[config.mk]
export PLATFORM = sky130hd
export DESIGN_NAME = mini_c_lexer
export DESIGN_NICKNAME = d
export VERILOG_FILES = /design/src/sv/mlex_pkg.sv /design/src/sv/mlex_core.sv /design/src/sv/mlex_fifo.sv /design/src/sv/mini_c_lexer.sv
export SDC_FILE = /design/constraint.sdc
export NUM_CORES = 2
export LEC_CHECK = 0
export BUFFER_PORTS_ARGS = -buffer_cell sky130_fd_sc_hd__buf_2
export CORE_ASPECT_RATIO = 1.4
export CORE_MARGIN = 2
export CORE_UTILIZATION = 60
export DETAILED_ROUTE_END_ITERATION = 8
export PLACE_DENSITY = 0.77
export SETUP_SLACK_MARGIN = 0.05
export SLEW_MARGIN = 20
export SYNTH_ARGS = -nofsm -noshare
export SYNTH_HDL_FRONTEND = slang
export SYNTH_SLANG_ARGS = --single-unit
[constraint.sdc]
create_clock -name i_clk -period 14 [get_ports i_clk]
set_input_delay 0.7 -clock i_clk [delete_from_list [all_inputs] [get_ports i_clk]]
set_output_delay 0.7 -clock i_clk [all_outputs]
set_load 0.05 [all_outputs]
[src/sv/mlex_pkg.sv]
package mlex_pkg;

    // Sizing
    localparam int MAX_TOKEN_LEN = 63;
    localparam int POSITION_BITS = 16;
    localparam int LEN_W         = $clog2(MAX_TOKEN_LEN + 1);
    localparam int FIFO_DEPTH    = 8;
    localparam int PTR_W         = $clog2(FIFO_DEPTH);
    localparam int CNT_W         = PTR_W + 1;

    localparam logic [POSITION_BITS-1:0] POS_MAX = '1;
    localparam logic [30:0]              NUM_MAX = 31'h7FFF_FFFF;

    // Keyword patterns, first five identifier bytes right aligned
    localparam logic [39:0] KW_INT   = 40'h00_0069_6E74;
    localparam logic [39:0] KW_LET   = 40'h00_006C_6574;
    localparam logic [39:0] KW_PRINT = 40'h70_7269_6E74;

    // Characters of interest
    localparam logic [7:0] CH_NL     = 8'h0A;
    localparam logic [7:0] CH_TAB    = 8'h09;
    localparam logic [7:0] CH_CR     = 8'h0D;
    localparam logic [7:0] CH_SPACE  = 8'h20;
    localparam logic [7:0] CH_BANG   = 8'h21;
    localparam logic [7:0] CH_LPAREN = 8'h28;
    localparam logic [7:0] CH_RPAREN = 8'h29;
    localparam logic [7:0] CH_STAR   = 8'h2A;
    localparam logic [7:0] CH_PLUS   = 8'h2B;
    localparam logic [7:0] CH_MINUS  = 8'h2D;
    localparam logic [7:0] CH_SLASH  = 8'h2F;
    localparam logic [7:0] CH_ZERO   = 8'h30;
    localparam logic [7:0] CH_NINE   = 8'h39;
    localparam logic [7:0] CH_SEMI   = 8'h3B;
    localparam logic [7:0] CH_LT     = 8'h3C;
    localparam logic [7:0] CH_EQ     = 8'h3D;
    localparam logic [7:0] CH_GT     = 8'h3E;
    localparam logic [7:0] CH_UA     = 8'h41;
    localparam logic [7:0] CH_UZ     = 8'h5A;
    localparam logic [7:0] CH_LA     = 8'h61;
    localparam logic [7:0] CH_LZ     = 8'h7A;

    typedef enum logic [4:0] {
        K_INT    = 5'd0,
        K_IDENT  = 5'd1,
        K_ASSIGN = 5'd2,
        K_NUMBER = 5'd3,
        K_PLUS   = 5'd4,
        K_MINUS  = 5'd5,
        K_STAR   = 5'd6,
        K_PRINT  = 5'd7,
        K_LPAREN = 5'd8,
        K_RPAREN = 5'd9,
        K_SEMI   = 5'd10,
        K_LET    = 5'd11,
        K_SLASH  = 5'd12,
        K_LT     = 5'd13,
        K_LE     = 5'd14,
        K_GT     = 5'd15,
        K_GE     = 5'd16,
        K_EQ     = 5'd17,
        K_NEQ    = 5'd18,
        K_EOF    = 5'd19,
        K_BAD    = 5'd20,
        K_OPENC  = 5'd21
    } t_kind;

    typedef enum logic [3:0] {
        M_IDLE  = 4'd0,
        M_NUM   = 4'd1,
        M_IDENT = 4'd2,
        M_HOLD  = 4'd3,
        M_LINEC = 4'd4,
        M_BLOCK = 4'd5,
        M_BSTAR = 4'd6
    } t_mode;

    typedef struct packed {
        t_kind       kind;
        logic [30:0] value;
        logic [15:0] line;
        logic [15:0] col;
        logic [5:0]  len;
        logic        last;
    } t_tok;

    // Tokens produced by one source byte
    typedef struct packed {
        logic [1:0]       cnt;
        t_tok [1:0]       toks;
    } t_push;

endpackage

[src/sv/mlex_core.sv]
module mlex_core
    import mlex_pkg::*;
(
    input  logic       i_clk,
    input  logic       i_rst_n,
    input  logic       i_valid,
    input  logic [7:0] i_char,
    input  logic       i_eoi,
    output t_push      o_push
);

    t_mode                    r_mode,  n_mode;
    logic [7:0]               r_held,  n_held;
    logic [30:0]              r_acc,   n_acc;
    logic [39:0]              r_pref,  n_pref;
    logic [LEN_W-1:0]         r_len,   n_len;
    logic [POSITION_BITS-1:0] r_line,  n_line;
    logic [POSITION_BITS-1:0] r_col,   n_col;
    logic [POSITION_BITS-1:0] r_sline, n_sline;
    logic [POSITION_BITS-1:0] r_scol,  n_scol;

    logic                     c_digit, c_alpha, c_space, c_hold;
    logic [POSITION_BITS-1:0] col_up, line_up;
    logic [LEN_W-1:0]         len_up;
    logic [34:0]              num_wide;
    logic [30:0]              num_sat;
    t_kind                    ident_kind, held_kind, pair_kind, single_kind;

    function automatic t_tok mk_tok(t_kind kind, logic [30:0] value,
                                    logic [POSITION_BITS-1:0] line,
                                    logic [POSITION_BITS-1:0] col,
                                    logic [LEN_W-1:0] len);
        t_tok t;
        t.kind  = kind;
        t.value = value;
        t.line  = 16'(line);
        t.col   = 16'(col);
        t.len   = 6'(len);
        t.last  = 1'b0;
        return t;
    endfunction

    // Character classes and saturating increments
    assign c_digit = (i_char >= CH_ZERO) && (i_char <= CH_NINE);
    assign c_alpha = ((i_char >= CH_LA) && (i_char <= CH_LZ)) ||
                     ((i_char >= CH_UA) && (i_char <= CH_UZ));
    assign c_space = (i_char == CH_SPACE) || ((i_char >= CH_TAB) && (i_char <= CH_CR));
    assign c_hold  = (i_char == CH_EQ) || (i_char == CH_BANG) || (i_char == CH_LT) ||
                     (i_char == CH_GT) || (i_char == CH_SLASH);

    assign col_up  = (r_col  == POS_MAX) ? r_col  : r_col  + 1'b1;
    assign line_up = (r_line == POS_MAX) ? r_line : r_line + 1'b1;
    assign len_up  = (r_len < LEN_W'(MAX_TOKEN_LEN)) ? r_len + 1'b1 : r_len;

    // acc * 10 + digit, clamped to 31 bits
    assign num_wide = ({4'b0, r_acc} << 3) + ({4'b0, r_acc} << 1) +
                      35'(i_char - CH_ZERO);
    assign num_sat  = (num_wide > 35'(NUM_MAX)) ? NUM_MAX : num_wide[30:0];

    // Kind lookups
    always_comb begin
        ident_kind = K_IDENT;
        if (r_len == LEN_W'(3) && r_pref == KW_INT) begin
            ident_kind = K_INT;
        end else if (r_len == LEN_W'(3) && r_pref == KW_LET) begin
            ident_kind = K_LET;
        end else if (r_len == LEN_W'(5) && r_pref == KW_PRINT) begin
            ident_kind = K_PRINT;
        end
    end

    always_comb begin
        case (r_held)
            CH_EQ:    held_kind = K_ASSIGN;
            CH_LT:    held_kind = K_LT;
            CH_GT:    held_kind = K_GT;
            CH_SLASH: held_kind = K_SLASH;
            default:  held_kind = K_BAD;
        endcase
    end

    always_comb begin
        case (r_held)
            CH_EQ:   pair_kind = K_EQ;
            CH_BANG: pair_kind = K_NEQ;
            CH_LT:   pair_kind = K_LE;
            default: pair_kind = K_GE;
        endcase
    end

    always_comb begin
        case (i_char)
            CH_PLUS:   single_kind = K_PLUS;
            CH_MINUS:  single_kind = K_MINUS;
            CH_STAR:   single_kind = K_STAR;
            CH_LPAREN: single_kind = K_LPAREN;
            CH_RPAREN: single_kind = K_RPAREN;
            CH_SEMI:   single_kind = K_SEMI;
            default:   single_kind = K_BAD;
        endcase
    end

    // One byte of scanning: flush the pending token, then start afresh
    always_comb begin
        logic       do_fresh;
        logic [1:0] cnt;
        t_tok [1:0] toks;

        do_fresh = 1'b0;
        cnt      = 2'd0;
        toks     = '0;
        n_mode   = r_mode;
        n_held   = r_held;
        n_acc    = r_acc;
        n_pref   = r_pref;
        n_len    = r_len;
        n_line   = r_line;
        n_col    = r_col;
        n_sline  = r_sline;
        n_scol   = r_scol;

        if (i_valid && i_eoi) begin
            case (r_mode)
                M_NUM: begin
                    toks[0] = mk_tok(K_NUMBER, r_acc, r_sline, r_scol, r_len);
                    cnt     = 2'd1;
                end
                M_IDENT: begin
                    toks[0] = mk_tok(ident_kind, '0, r_sline, r_scol, r_len);
                    cnt     = 2'd1;
                end
                M_HOLD: begin
                    toks[0] = mk_tok(held_kind, '0, r_sline, r_scol, LEN_W'(1));
                    cnt     = 2'd1;
                end
                M_BLOCK, M_BSTAR: begin
                    toks[0] = mk_tok(K_OPENC, '0, r_sline, r_scol, LEN_W'(2));
                    cnt     = 2'd1;
                end
                default: ;
            endcase
            toks[cnt[0]] = mk_tok(K_EOF, '0, r_line, r_col, '0);
            cnt          = cnt + 2'd1;
            // Back to reset for the next source
            n_mode  = M_IDLE;
            n_held  = '0;
            n_acc   = '0;
            n_pref  = '0;
            n_len   = '0;
            n_line  = POSITION_BITS'(1);
            n_col   = POSITION_BITS'(1);
            n_sline = '0;
            n_scol  = '0;
        end else if (i_valid) begin
            case (r_mode)
                M_NUM: begin
                    if (c_digit) begin
                        n_acc = num_sat;
                        n_len = len_up;
                        n_col = col_up;
                    end else begin
                        toks[0]  = mk_tok(K_NUMBER, r_acc, r_sline, r_scol, r_len);
                        cnt      = 2'd1;
                        do_fresh = 1'b1;
                    end
                end
                M_IDENT: begin
                    if (c_alpha || c_digit) begin
                        if (r_len < LEN_W'(5)) begin
                            n_pref = {r_pref[31:0], i_char};
                        end
                        n_len = len_up;
                        n_col = col_up;
                    end else begin
                        toks[0]  = mk_tok(ident_kind, '0, r_sline, r_scol, r_len);
                        cnt      = 2'd1;
                        do_fresh = 1'b1;
                    end
                end
                M_HOLD: begin
                    if (r_held == CH_SLASH && i_char == CH_SLASH) begin
                        n_mode = M_LINEC;
                        n_col  = col_up;
                    end else if (r_held == CH_SLASH && i_char == CH_STAR) begin
                        n_mode = M_BLOCK;
                        n_col  = col_up;
                    end else if (r_held != CH_SLASH && i_char == CH_EQ) begin
                        toks[0] = mk_tok(pair_kind, '0, r_sline, r_scol, LEN_W'(2));
                        cnt     = 2'd1;
                        n_col   = col_up;
                        n_mode  = M_IDLE;
                    end else begin
                        toks[0]  = mk_tok(held_kind, '0, r_sline, r_scol, LEN_W'(1));
                        cnt      = 2'd1;
                        do_fresh = 1'b1;
                    end
                end
                M_LINEC: begin
                    if (i_char == CH_NL) begin
                        do_fresh = 1'b1;
                    end else begin
                        n_col = col_up;
                    end
                end
                M_BLOCK, M_BSTAR: begin
                    if (i_char == CH_STAR) begin
                        n_mode = M_BSTAR;
                    end else if (r_mode == M_BSTAR && i_char == CH_SLASH) begin
                        n_mode = M_IDLE;
                    end else begin
                        n_mode = M_BLOCK;
                    end
                    if (i_char == CH_NL) begin
                        n_line = line_up;
                        n_col  = POSITION_BITS'(1);
                    end else begin
                        n_col = col_up;
                    end
                end
                default: begin
                    do_fresh = 1'b1;
                end
            endcase

            // Start of a new token, or skip whitespace
            if (do_fresh) begin
                n_mode = M_IDLE;
                if (c_space) begin
                    if (i_char == CH_NL) begin
                        n_line = line_up;
                        n_col  = POSITION_BITS'(1);
                    end else begin
                        n_col = col_up;
                    end
                end else begin
                    n_sline = r_line;
                    n_scol  = r_col;
                    n_col   = col_up;
                    if (c_digit) begin
                        n_mode = M_NUM;
                        n_acc  = 31'(i_char - CH_ZERO);
                        n_len  = LEN_W'(1);
                    end else if (c_alpha) begin
                        n_mode = M_IDENT;
                        n_pref = {32'b0, i_char};
                        n_len  = LEN_W'(1);
                    end else if (c_hold) begin
                        n_mode = M_HOLD;
                        n_held = i_char;
                    end else begin
                        toks[cnt[0]] = mk_tok(single_kind, '0, r_line, r_col, LEN_W'(1));
                        cnt          = cnt + 2'd1;
                    end
                end
            end
        end

        // Mark the final token of this byte
        if (cnt != 2'd0) begin
            toks[cnt[0] ^ 1'b1].last = 1'b1;
        end
        o_push.cnt  = cnt;
        o_push.toks = toks;
    end

    // Scanner state
    always_ff @(posedge i_clk) begin
        if (!i_rst_n) begin
            r_mode  <= M_IDLE;
            r_held  <= '0;
            r_acc   <= '0;
            r_pref  <= '0;
            r_len   <= '0;
            r_line  <= POSITION_BITS'(1);
            r_col   <= POSITION_BITS'(1);
            r_sline <= '0;
            r_scol  <= '0;
        end else begin
            r_mode  <= n_mode;
            r_held  <= n_held;
            r_acc   <= n_acc;
            r_pref  <= n_pref;
            r_len   <= n_len;
            r_line  <= n_line;
            r_col   <= n_col;
            r_sline <= n_sline;
            r_scol  <= n_scol;
        end
    end

endmodule

[src/sv/mlex_fifo.sv]
module mlex_fifo
    import mlex_pkg::*;
(
    input  logic             i_clk,
    input  logic             i_rst_n,
    input  t_push            i_push,
    input  logic             i_pop,
    output t_tok             o_head,
    output logic [CNT_W-1:0] o_count
);

    t_tok             r_mem [FIFO_DEPTH];
    logic [PTR_W-1:0] r_wp, n_wp;
    logic [PTR_W-1:0] r_rp, n_rp;
    logic [CNT_W-1:0] r_count, n_count;

    // Pointer and fill arithmetic
    always_comb begin
        n_wp    = r_wp + PTR_W'(i_push.cnt);
        n_rp    = r_rp + PTR_W'(i_pop);
        n_count = r_count + CNT_W'(i_push.cnt) - CNT_W'(i_pop);
    end

    always_ff @(posedge i_clk) begin
        if (!i_rst_n) begin
            r_wp    <= '0;
            r_rp    <= '0;
            r_count <= '0;
        end else begin
            r_wp    <= n_wp;
            r_rp    <= n_rp;
            r_count <= n_count;
        end
    end

    // Store up to two tokens per cycle
    always_ff @(posedge i_clk) begin
        if (i_push.cnt != 2'd0) begin
            r_mem[r_wp] <= i_push.toks[0];
        end
        if (i_push.cnt == 2'd2) begin
            r_mem[r_wp + 1'b1] <= i_push.toks[1];
        end
    end

    assign o_head  = r_mem[r_rp];
    assign o_count = r_count;

endmodule

[src/sv/mini_c_lexer.sv]
// Streaming lexer for a small C-like language.
// Slave channel: one source byte per beat in i_s_tdata; i_s_tlast marks the
// end of the source (the data byte of that beat is ignored). That beat
// flushes any pending token and then produces an EOF token.
// Master channel: one token per beat; o_m_tlast is set on the last token
// caused by one input byte (a byte causes zero, one or two tokens).
// Path: the byte that completes a token passes through the input register,
// then the scan logic writes the token into the token queue, and o_m_tvalid
// rises once the queue's fill count has registered it. Throughput: one byte
// per cycle while o_s_tready is high, set by the single scan pass over the
// registered byte; bytes that yield two tokens take two output beats, so the
// eight-entry queue drains at one token per cycle while i_m_tready is high.
// o_s_tready depends only on registered fill state, never on i_m_tready.
// When the receiver stalls, tokens collect in the queue and o_s_tready drops
// once fewer than two entries would remain free for a new byte after the
// byte in flight has taken its two.
// Reset (synchronous, active low) empties the queue, drops the byte in the
// input register and returns the position to line 1, column 1.
module mini_c_lexer
    import mlex_pkg::*;
(
    input  logic        i_clk,
    input  logic        i_rst_n,
    input  logic        i_s_tvalid,
    output logic        o_s_tready,
    input  logic [7:0]  i_s_tdata,   // [7:0] char_byte
    input  logic        i_s_tlast,   // end_of_input
    output logic        o_m_tvalid,
    input  logic        i_m_tready,
    // [4:0] token_kind, [35:5] number_value, [51:36] start_line,
    // [67:52] start_column, [73:68] token_length, [79:74] zero
    output logic [79:0] o_m_tdata,
    output logic        o_m_tlast    // last_of_run
);

    logic             r_in_valid;
    logic [7:0]       r_in_char;
    logic             r_in_eoi;
    t_push            w_push;
    t_tok             w_head;
    logic [CNT_W-1:0] w_count;
    logic             w_pop;
    logic [CNT_W:0]   w_need;

    // Room for the byte in flight and the new one, two tokens each
    assign w_need     = {1'b0, w_count} + (CNT_W+1)'({r_in_valid, 1'b0}) +
                        (CNT_W+1)'(2);
    assign o_s_tready = (w_need <= (CNT_W+1)'(FIFO_DEPTH));

    // Input register
    always_ff @(posedge i_clk) begin
        if (!i_rst_n) begin
            r_in_valid <= 1'b0;
        end else begin
            r_in_valid <= i_s_tvalid && o_s_tready;
        end
    end

    always_ff @(posedge i_clk) begin
        if (i_s_tvalid && o_s_tready) begin
            r_in_char <= i_s_tdata;
            r_in_eoi  <= i_s_tlast;
        end
    end

    mlex_core u_core (
        .i_clk   (i_clk),
        .i_rst_n (i_rst_n),
        .i_valid (r_in_valid),
        .i_char  (r_in_char),
        .i_eoi   (r_in_eoi),
        .o_push  (w_push)
    );

    assign w_pop = o_m_tvalid && i_m_tready;

    mlex_fifo u_fifo (
        .i_clk   (i_clk),
        .i_rst_n (i_rst_n),
        .i_push  (w_push),
        .i_pop   (w_pop),
        .o_head  (w_head),
        .o_count (w_count)
    );

    // Output beat from the queue head
    assign o_m_tvalid = (w_count != '0);
    assign o_m_tdata  = {6'b0, w_head.len, w_head.col, w_head.line,
                         w_head.value, w_head.kind};
    assign o_m_tlast  = w_head.last;

    // Queue never overflows
    a_no_overflow: assert property (@(posedge i_clk) disable iff (!i_rst_n)
        (w_push.cnt != 2'd0) |-> ((CNT_W+1)'(w_count) + (CNT_W+1)'(w_push.cnt)
                                  <= (CNT_W+1)'(FIFO_DEPTH)))
        else $error("token queue overflow");

    // End of input always ends with an EOF token
    a_eoi_eof: assert property (@(posedge i_clk) disable iff (!i_rst_n)
        (r_in_valid && r_in_eoi) |->
            ((w_push.cnt == 2'd1 && w_push.toks[0].kind == K_EOF) ||
             (w_push.cnt == 2'd2 && w_push.toks[1].kind == K_EOF)))
        else $error("end of input without EOF token");

    // Two-token groups carry the run marker on the second token only
    a_last_mark: assert property (@(posedge i_clk) disable iff (!i_rst_n)
        (w_push.cnt == 2'd2) |-> (w_push.toks[1].last && !w_push.toks[0].last))
        else $error("run marker misplaced");

    // A stalled beat keeps its token
    a_stall_hold: assert property (@(posedge i_clk) disable iff (!i_rst_n)
        (o_m_tvalid && !i_m_tready) |=> (o_m_tvalid && $stable(o_m_tdata)))
        else $error("stalled token changed");

endmodule
==> reports/results.txt <==
clock latency on the worst-skew pair -> 640 ps
placed cell areas -> 40170 µm²
Filler Cell Count -> 4721
worst setup margin -> 7737 ps
clock buffer count from CTS -> 72
# hold bufs at CTS -> 0
starting density of the core -> 60.75%
Cells after Synth -> 3381
htree depth -> 3
final core occ -> 65.87%
Least-Margin Pin Slew -> 991.1 ps
CP max FO -> 53
Cell variety after synth -> 87
sequential share of the synthesized area -> 54.96%
Setup Crit Path Kind -> reg -> reg
Fin. Hold Viols -> 0
Post-synth ARST share -> 0%
Root Buffer -> clkbuf_16
fin nets -> 3449
Primary FF master, synth -> edfxtp_1
FF+latch count, synth -> 772
Synth Area in XOR/XNOR -> 1.273%
Max Slew Vio Count -> 0
complex-gate fraction of the synthesized area -> 11.00%
core area -> 64550 µm²
setup tns final -> 0 ps
CTS Buffer Depth -> 3
post-CTS setup buffers -> 0
Tmin final -> 6263 ps
Simple-Gate Fraction of Synth Area -> 14.09%
TritonCTS clock tree -> built
number of global-route vias before repair -> 28226
TritonRoute pass-1 iters -> 6
post-placement cell count -> 4109
Finished Layout Cells -> 4241
Peak Freq -> 159.7 MHz
# port buffers -> 89
Int Pwr -> 4.191 mW
Ys Warns -> 0
final setup vio count -> 0
ant diodes -> 0
overall routed net length -> 103800 µm
Leakage Power -> 15.52 nW
Arr. time, crit path -> 6510 ps
Comb pwr share -> 25.4%
number of enable flip-flop cells after synthesis -> 609
hold slack -> 291.1 ps
worst vdd ir -> 0.1680 mV
period utilization -> 44.73%
grt ovf -> 0
post-DR wirelength/cell -> 24.47 µm
HPWL after DPL -> 65170 µm
Cell Pwr Density -> 145.1 nW/µm²
DIE AREA -> 67450 µm²
pre-CTS setup slack -> 7755 ps
status -> complete, no violations
initial antenna violation count -> 0
worst rel slew slack -> 33.33%
CTS sink count -> 772
initial DRC count -> 2650
post-CTS sizing -> 0
Design Area, Final -> 42520 µm²
row count -> 110
Via-to-Cell Ratio -> 6.481
Worst setup SP type -> register
Sw Share -> 32.07%
Clk pwr share -> 31.8%
register area -> 21560 µm²
Setup crit end kind -> register
hold crit path type -> in -> reg
largest family of logic cells by synthesized area -> simple AND/OR/NAND/NOR gates
Multi-input gate area -> 16500 µm²
post-synthesis mux area share -> 11.68%
synthesized area -> 39210 µm²
largest net degree at the start of global routing -> 110
layout cell share with drive strength beyond 1 -> 15.23%
Area Growth Syn to Fin -> 8.427%
RSZ-0062 raised after global routing -> false
Die W -> 220.1 µm
Crit path required time -> 14240 ps
P_sw -> 1.978 mW
vias post-DR -> 27485
Post-Synth Adder-Cell Area -> 3.580%
I/O pins -> 96
clock transition at the registers of the reported paths -> 60 ps
synthesized area per cell -> 11.60 µm²
DRC -> 0
first-pass GRT wire length -> 158700 µm
max-cap viol count -> 0
Seq pwr share -> 42.8%
Power, Total -> 6.169 mW
Worst Skew -> 46.03 ps
r2r setup slk -> 7740 ps
routability cong. -> 0.9659
GR Util All Layers -> 30.96%
die height -> 306.5 µm
Routed Antenna Nets -> 0
[cells by family (layout without fill, tap and decap cells)]
group	count (synthesis)	after routing
adder cells (fa/ha/maj)	93	93
multiplexers	260	260
AO/OA/AOI/OAI	723	723
other	1	6
buffers and inverters	316	331
flip-flops	772	772
AND/OR/NAND/NOR	1159	1159
XOR/XNOR	57	57
[synthesized netlist by cell type, drive strengths merged (5+ instances only)]
library cell  instances  area share [%]
edfxtp              609              47
nor2                464             4.4
a21oi               439             5.6
and2                210             3.4
nand2               192             1.8
clkbuf              189             1.9
dfxtp               163             8.3
mux4                150             8.6
nor3                 88             1.1
o21ai                77            0.99
mux2                 76             2.2
buf                  72             1.0
a22oi                64             1.2
ha                   61             1.9
inv                  49            0.47
nand3                47            0.65
nor2b                40            0.64
mux2i                34            0.88
fa                   32             1.6
xor2                 30            0.67
xnor2                27            0.60
and3                 25            0.40
nor4                 19            0.30
nand4                17            0.27
nand2b               16            0.26
a21o                 14            0.27
a211oi               13            0.25
a31oi                13            0.21
a221oi               12            0.27
a21boi               10            0.19
o211ai                9            0.17
or3                   8            0.13
a2111oi               7            0.35
o21a                  7            0.13
or2                   7            0.11
clkinv                6           0.057
o21bai                6            0.11
o221ai                6            0.15
and4                  5            0.11
o31ai                 5           0.096
o41ai                 5            0.11
[per-layer routing]
layer / wire [µm] / part of all wire [%] / vias to the layer above / global-route usage [%]
met1: 37030 / 36 / 13550 / 35.84
li1: - / - / 12333 / -
met4: 6152 / 5.9 / 0 / 18.53
met3: 6811 / 6.6 / 304 / 4.355
met2: 53770 / 52 / 1298 / 54.22
met5: 0 / 0 / - / 0
[final cells by class]
type	instances	share of cell area [%]
tap	840	2.472
clock buffer	103	4.706
timing repair buffer	144	2.048
inverter	55	0.4856
sequential	772	50.71
multi-input combinational	2298	38.81
clock inverter	29	0.7681
[registers in the layout, indices dropped and copies added, names as in the netlist, 6 cells and up, named ones only]
| register | cells |
|---|---|
| u_core.r_len | 6 |
| u_fifo.r_mem | 600 |
| r_in_char | 8 |
| u_core.r_scol | 16 |
| u_core.r_sline | 16 |
| u_core.r_line | 16 |
| u_core.r_col | 16 |
| u_core.r_acc | 26 |
| u_core.r_held | 8 |
| u_core.r_pref | 40 |
[layout by cell type (no fill, tap or decap), drive strengths merged, types with 6 or more instances in the layout]
master and n:
ha 61, nand4 17, and2 210, mux4 150
nor3 88, a2111oi 7, nand2 192, buf 144
mux2i 34, nand2b 16, xor2 30, nor2b 40
o221ai 6, clkbuf 103, mux2 76, edfxtp 609
clkinv 25, nor4 19, conb 6, a221oi 12
xnor2 27, a21oi 439, a31oi 13, a21boi 10
nor2 464, nand3 47, a22oi 64, fa 32
inv 51, o21bai 6, or3 8, o21ai 77
or2 7, a211oi 13, a21o 14, dfxtp 163
o211ai 9, o21a 7, and3 25
[critical path, cell delays in order, from the launching register on]
cell and delay, ps:
edfxtp_1 670, nor4bb_1 620, a31oi_1 140, or2_2 340
a21boi_1 510, o22a_1 340, inv_1 160, ha_1 300
nand3_1 70, o32a_1 460, and3_1 510, o21ai_4 840
buf_4 840
[worst paths after layout]
path,start,end,cells after the start
worst min register to register,u_core.r_sline[9],u_core.r_sline[9],2
worst max-delay path,r_in_char[3],u_fifo.r_mem[4][65],12
worst max register to register,r_in_char[3],u_fifo.r_mem[4][65],12
worst min-delay path,i_s_tdata[5],r_in_char[5],1
[power groups by stage]
stage                     sequential, mW  combinational, mW  clock [mW]
after global routing                2.65               1.67        2.06
final                               2.64               1.57        1.96
after floorplan                     2.63               1.24           0
after CTS                           2.64               1.57        1.98
after detailed placement            2.69               1.57           0
after global placement              2.68               1.55           0
Power figures use the tool's default switching activity.
